===== src/sv/mr16_pkg.sv =====
package mr16_pkg;

  // One request: a command with its instruction word and direct-access operands.
  typedef struct packed {
    logic [2:0]         cmd;
    logic [15:0]        instr;
    logic               slot_loaded;
    logic [7:0]         index;
    logic signed [31:0] value;
  } req_t;

  // One result: program counter after the request, status and read word.
  typedef struct packed {
    logic [11:0]        pc_out;
    logic [1:0]         status;
    logic signed [31:0] read_data;
  } res_t;

  // Commands.
  localparam logic [2:0] CMD_EXEC   = 3'd0;
  localparam logic [2:0] CMD_REG_WR = 3'd1;
  localparam logic [2:0] CMD_MEM_WR = 3'd2;
  localparam logic [2:0] CMD_REG_RD = 3'd3;
  localparam logic [2:0] CMD_MEM_RD = 3'd4;

  // Opcodes.
  localparam logic [3:0] OP_RTYPE = 4'd0;
  localparam logic [3:0] OP_J     = 4'd2;
  localparam logic [3:0] OP_ADDI  = 4'd4;
  localparam logic [3:0] OP_BEQ   = 4'd8;
  localparam logic [3:0] OP_LW    = 4'd11;
  localparam logic [3:0] OP_SW    = 4'd15;

  // R-type function codes; anything else adds.
  localparam logic [2:0] FN_SUB = 3'd2;
  localparam logic [2:0] FN_AND = 3'd4;
  localparam logic [2:0] FN_OR  = 3'd5;

  // Status codes.
  localparam logic [1:0] ST_OK    = 2'd0;
  localparam logic [1:0] ST_BADOP = 2'd1;
  localparam logic [1:0] ST_RANGE = 2'd2;
  localparam logic [1:0] ST_EMPTY = 2'd3;

  // Result queue.
  localparam int QUEUE_DEPTH = 4;
  localparam int QPTR_W      = 2;
  localparam int QCNT_W      = 3;

endpackage


===== src/sv/mr16_result_fifo.sv =====
module mr16_result_fifo (
  input  logic                       clk,
  input  logic                       rst,
  input  logic                       push,
  input  mr16_pkg::res_t             push_data,
  output logic                       res_valid,
  input  logic                       res_ready,
  output mr16_pkg::res_t             res,
  output logic [mr16_pkg::QCNT_W-1:0] count
);
  import mr16_pkg::*;

  res_t              entries [0:QUEUE_DEPTH-1];
  logic [QPTR_W-1:0] wr_ptr;
  logic [QPTR_W-1:0] rd_ptr;
  logic              pop;

  // The producer reserves room before it starts a request, so a push always fits.
  assign pop       = res_valid & res_ready;
  assign res_valid = (count != '0);
  assign res       = entries[rd_ptr];

  always_ff @(posedge clk) begin
    if (push) begin
      entries[wr_ptr] <= push_data;
    end
  end

  always_ff @(posedge clk) begin
    if (rst) begin
      wr_ptr <= '0;
      rd_ptr <= '0;
      count  <= '0;
    end else begin
      if (push) begin
        wr_ptr <= wr_ptr + QPTR_W'(1);
      end
      if (pop) begin
        rd_ptr <= rd_ptr + QPTR_W'(1);
      end
      count <= count + QCNT_W'(push) - QCNT_W'(pop);
    end
  end

endmodule


===== config.mk =====
export PLATFORM = sky130hd
export DESIGN_NAME = mr16_result_fifo
export DESIGN_NICKNAME = d
export VERILOG_FILES = /design/src/sv/mr16_pkg.sv /design/src/sv/mr16_result_fifo.sv
export SDC_FILE = /design/constraint.sdc
export NUM_CORES = 1
export LEC_CHECK = 0
export BUFFER_PORTS_ARGS = -buffer_cell sky130_fd_sc_hd__buf_2
export CAP_MARGIN = 20
export CELL_PAD_IN_SITES_DETAIL_PLACEMENT = 2
export CELL_PAD_IN_SITES_GLOBAL_PLACEMENT = 2
export CORE_MARGIN = 1
export CORE_UTILIZATION = 44
export DETAILED_ROUTE_END_ITERATION = 10
export PLACE_DENSITY_LB_ADDON = 0.1
export SLEW_MARGIN = 0
export SYNTH_ARGS = -nofsm -noshare
export SYNTH_HDL_FRONTEND = slang
export SYNTH_SLANG_ARGS = --single-unit

===== constraint.sdc =====
create_clock -name clk -period 2.5 [get_ports clk]
set_input_delay 0.25 -clock clk [delete_from_list [all_inputs] [get_ports clk]]
set_output_delay 0.25 -clock clk [all_outputs]
set_load 0.02 [all_outputs]

==> reports/qor.log <==
INFO  timing         finalHoldViolCount=0
INFO  timing         rsz0062_at_grt=false
INFO  floorplanning  chipWidth=130um
INFO  cts            clk-insertion-delay-late=0.43ns
INFO  logic_synthesis netlist-cell-type-count=22
INFO  cts            clock-root-buffer=sky130_fd_sc_hd__clkbuf_16
INFO  setup_path     cp_data_arrival_time=2.06ns
INFO  setup_path     worstSetupEndpointType=output port
INFO  worst_hold_path hold_path_class=in2reg
INFO  cts            number_of_resized_instances_in_the_post_cts_repair_step=0
INFO  logic_synthesis synthCells=285
INFO  finish         final_cell_mix=sky130_fd_sc_hd__edfxtp_1, sky130_fd_sc_hd__buf_2, sky130_fd_sc_hd__mux4_2, sky130_fd_sc_hd__clkbuf_16, sky130_fd_sc_hd__buf_4
INFO  cts            post-cts-setup-buffers=0
INFO  setup_path     rr_worst_depth=7
INFO  logic_synthesis synth_top_cells_by_area=sky130_fd_sc_hd__edfxtp_1, sky130_fd_sc_hd__mux4_2, sky130_fd_sc_hd__dfxtp_1, sky130_fd_sc_hd__mux4_1, sky130_fd_sc_hd__buf_12
INFO  setup_path     crit_type=reg2out
INFO  timing         timing.fmax=432MHz
INFO  grt            grt_first_pass_wirelength=23,700um
INFO  detailed_routing post_drt_wl_per_cell=25.1um
INFO  setup_path     reg2reg_setup_slack=0.53ns
INFO  finish         post_layout_nets=462
INFO  cts            tritoncts.num_buffers=17
INFO  cts            clock_path_buffers=2
INFO  logic_synthesis netlist.area_leader.share=0.771
INFO  floorplanning  io_pins=100
INFO  finish         final_layout_size_suffix_gt1_frac=0.455
INFO  cts            clock_sinks=193
INFO  logic_synthesis mappedNetlistNets=342
INFO  place          dp_hpwl=10,000um
INFO  grt            grt_max_degree=29
INFO  timing         worst_slew_pin_slew=0.511ns
INFO  setup_path     timing.critical_path.fanout_max=22
INFO  logic_synthesis cell_type_with_the_highest_aggregate_area_in_the_netlist=sky130_fd_sc_hd__edfxtp_1
INFO  logic_synthesis synth.avg_cell_area=25.2um2
INFO  cts            htree_num_levels=4
INFO  cts            postCtsHoldBufs=0
INFO  floorplanning  chipHeight=130um
INFO  detailed_routing firstDrtPassIters=4
INFO  finish         area_growth=20.3%
INFO  cts            tritoncts=yes
INFO  logic_synthesis mappedNetlistArea=7170um2
INFO  run_status     outcome=finished clean
INFO  grt            antenna_violations_before_repair=2
INFO  worst_hold_path timing.hold.worst.start=push_data[3]
INFO  floorplanning  placeableCoreArea=15,900um2
INFO  cts            path_clk_slew=0.07ns
INFO  timing         timing.slew.headroom=0.659
INFO  timing         skew=0.00674ns
INFO  detailed_routing remaining_drc_errors=0
INFO  power          total_leakage_power=0.00296uW
INFO  timing         setup_viol=0
INFO  job            number_of_max_capacitance_violations_reported=0
INFO  timing         layout_worst_path_cycle_share=0.925
INFO  grt            grt.total_usage=0.207
INFO  place          final_wtd_congestion=0.664
INFO  setup_path     crit_required=2.25ns
INFO  detailed_routing first_iteration_detailed_routing_drc_count=134
INFO  place          placed_cells=602
INFO  grt            globalRoute.totalOverflow=0
INFO  floorplanning  start_util=0.451
INFO  finish         most_common_library_cell_in_the_layout_ignoring_fill_and_taps=sky130_fd_sc_hd__edfxtp_1
INFO  detailed_routing via_per_inst=5.22
INFO  logic_synthesis yosys_register_bits=193
INFO  floorplanning  die-area=16,800um2
INFO  setup_path     r2r_start=count[1]
INFO  timing         fin_ws=0.186ns
INFO  grt            vias_in_the_first_global_route=3,749
INFO  floorplanning  rows=46
INFO  detailed_routing routed_wirelength=16,000um
INFO  worst_hold_path min_to=entries[1][3]
INFO  place          dp_slack=0.514ns
INFO  logic_synthesis seq_area_frac_synth=0.796
INFO  place          port_buffers=99
INFO  setup_path     worst_setup_path_start_kind=register
INFO  timing         totalNegativeSetupSlack=0ns
INFO  worst_hold_path hold_path_depth=1
INFO  power          power_density=981nW/um2
INFO  logic_synthesis yosysWarnings=0
INFO  power          ir_drop=529uV
INFO  timing         timing.final.crit_period=2.31ns
INFO  setup_path     crit-reg2reg-capture=count[2]
INFO  finish         final_cell_count_no_fill=636
INFO  timing         final-max-slew-violation-count=0
INFO  detailed_routing postRouteAntennaNets=0
INFO  detailed_routing vias=3,319
INFO  finish         filler_cell_count=1,390
-- synth_stat cells --
cell type,instances
sky130_fd_sc_hd__and2_1,4
sky130_fd_sc_hd__buf_12,4
sky130_fd_sc_hd__buf_2,4
sky130_fd_sc_hd__buf_6,1
sky130_fd_sc_hd__clkbuf_1,1
sky130_fd_sc_hd__clkbuf_2,1
sky130_fd_sc_hd__dfxtp_1,9
sky130_fd_sc_hd__edfxtp_1,184
sky130_fd_sc_hd__fa_1,1
sky130_fd_sc_hd__ha_1,6
sky130_fd_sc_hd__inv_1,6
sky130_fd_sc_hd__mux2_2,3
sky130_fd_sc_hd__mux2i_1,1
sky130_fd_sc_hd__mux4_1,6
sky130_fd_sc_hd__mux4_2,40
sky130_fd_sc_hd__nor2_1,5
sky130_fd_sc_hd__nor2b_1,4
sky130_fd_sc_hd__o311ai_0,1
sky130_fd_sc_hd__o31a_1,1
sky130_fd_sc_hd__or3_1,1
sky130_fd_sc_hd__xnor2_1,1
sky130_fd_sc_hd__xor3_1,1
-- flip-flops by register name, summed over array words and instances, names as in the netlist, named ones only --
name	count
entries	184
rd_ptr	2
count	3
wr_ptr	2
-- kinds of logic (layout without fill, tap and decap cells) --
group | count (synthesis) | in the layout | share of synthesized area
adder cells (fa/ha/maj) | 7 | 7 | 0.0133
AO/OA/AOI/OAI | 2 | 2 | 0.00244
XOR/XNOR | 2 | 2 | 0.00454
multiplexers | 50 | 50 | 0.154
other | 0 | 2 | 0
flip-flops | 193 | 193 | 0.796
AND/OR/NAND/NOR | 14 | 14 | 0.0105
buffers and inverters | 17 | 150 | 0.0199
-- layer usage --
layer,vias up,track usage,wire length [um]
li1,1453,-,-
met1,1781,0.246,6450
met2,74,0.367,8690
met3,11,0.0603,671
met4,0,0.0595,144
met5,-,0,0
-- where the power goes --
part	leakage, uW	switching [uW]	total, uW	internal (uW)
combinational	0.000886	905	1660	755
sequential	0.00177	149	3880	3740
clock	0.000311	1130	2920	1790
total	0.00296	2180	8460	6280
-- stage by stage --
step / total power [uW] / util / hold WS (ns) / cell area (um2)
3_3_place_gp: 5570 / 0.503 / 0.460 / 7990
5_1_grt: 8780 / 0.543 / 0.00761 / 8620
4_1_cts: 8580 / 0.543 / 0.00766 / 8620
3_5_place_dp: 5640 / 0.503 / 0.464 / 7990
2_1_floorplan: 5120 / - / 0.349 / 7170
6_report: 8460 / 0.543 / 0.0281 / 8630
-- worst max-delay path, cell delays in order, from the launching register on --
cell                      delay (ns)
sky130_fd_sc_hd__dfxtp_4        0.57
sky130_fd_sc_hd__buf_12         0.27
sky130_fd_sc_hd__mux4_1         0.61
sky130_fd_sc_hd__buf_2          0.19
-- layout make-up --
class | instances | area [um2] | share of cell area
Antenna cell | 2 | 5.00 | 0.000580
Inverter | 6 | 22.5 | 0.00261
Clock buffer | 20 | 447 | 0.0518
Sequential cell | 193 | 5710 | 0.662
Multi-Input combinational cell | 75 | 1330 | 0.154
Tap cell | 216 | 270 | 0.0313
Timing Repair Buffer | 112 | 656 | 0.0760
Clock inverter | 12 | 190 | 0.0220
-- worst max path at each step --
stage	endpoint	depth (start not counted)
3_3_place_gp	count[2]	7
4_1_cts	res[2]	3
2_1_floorplan	entries[2][0]	3
3_5_place_dp	count[2]	7
6_report	res[2]	3
5_1_grt	res[2]	3
Power figures use the tool's default switching activity.
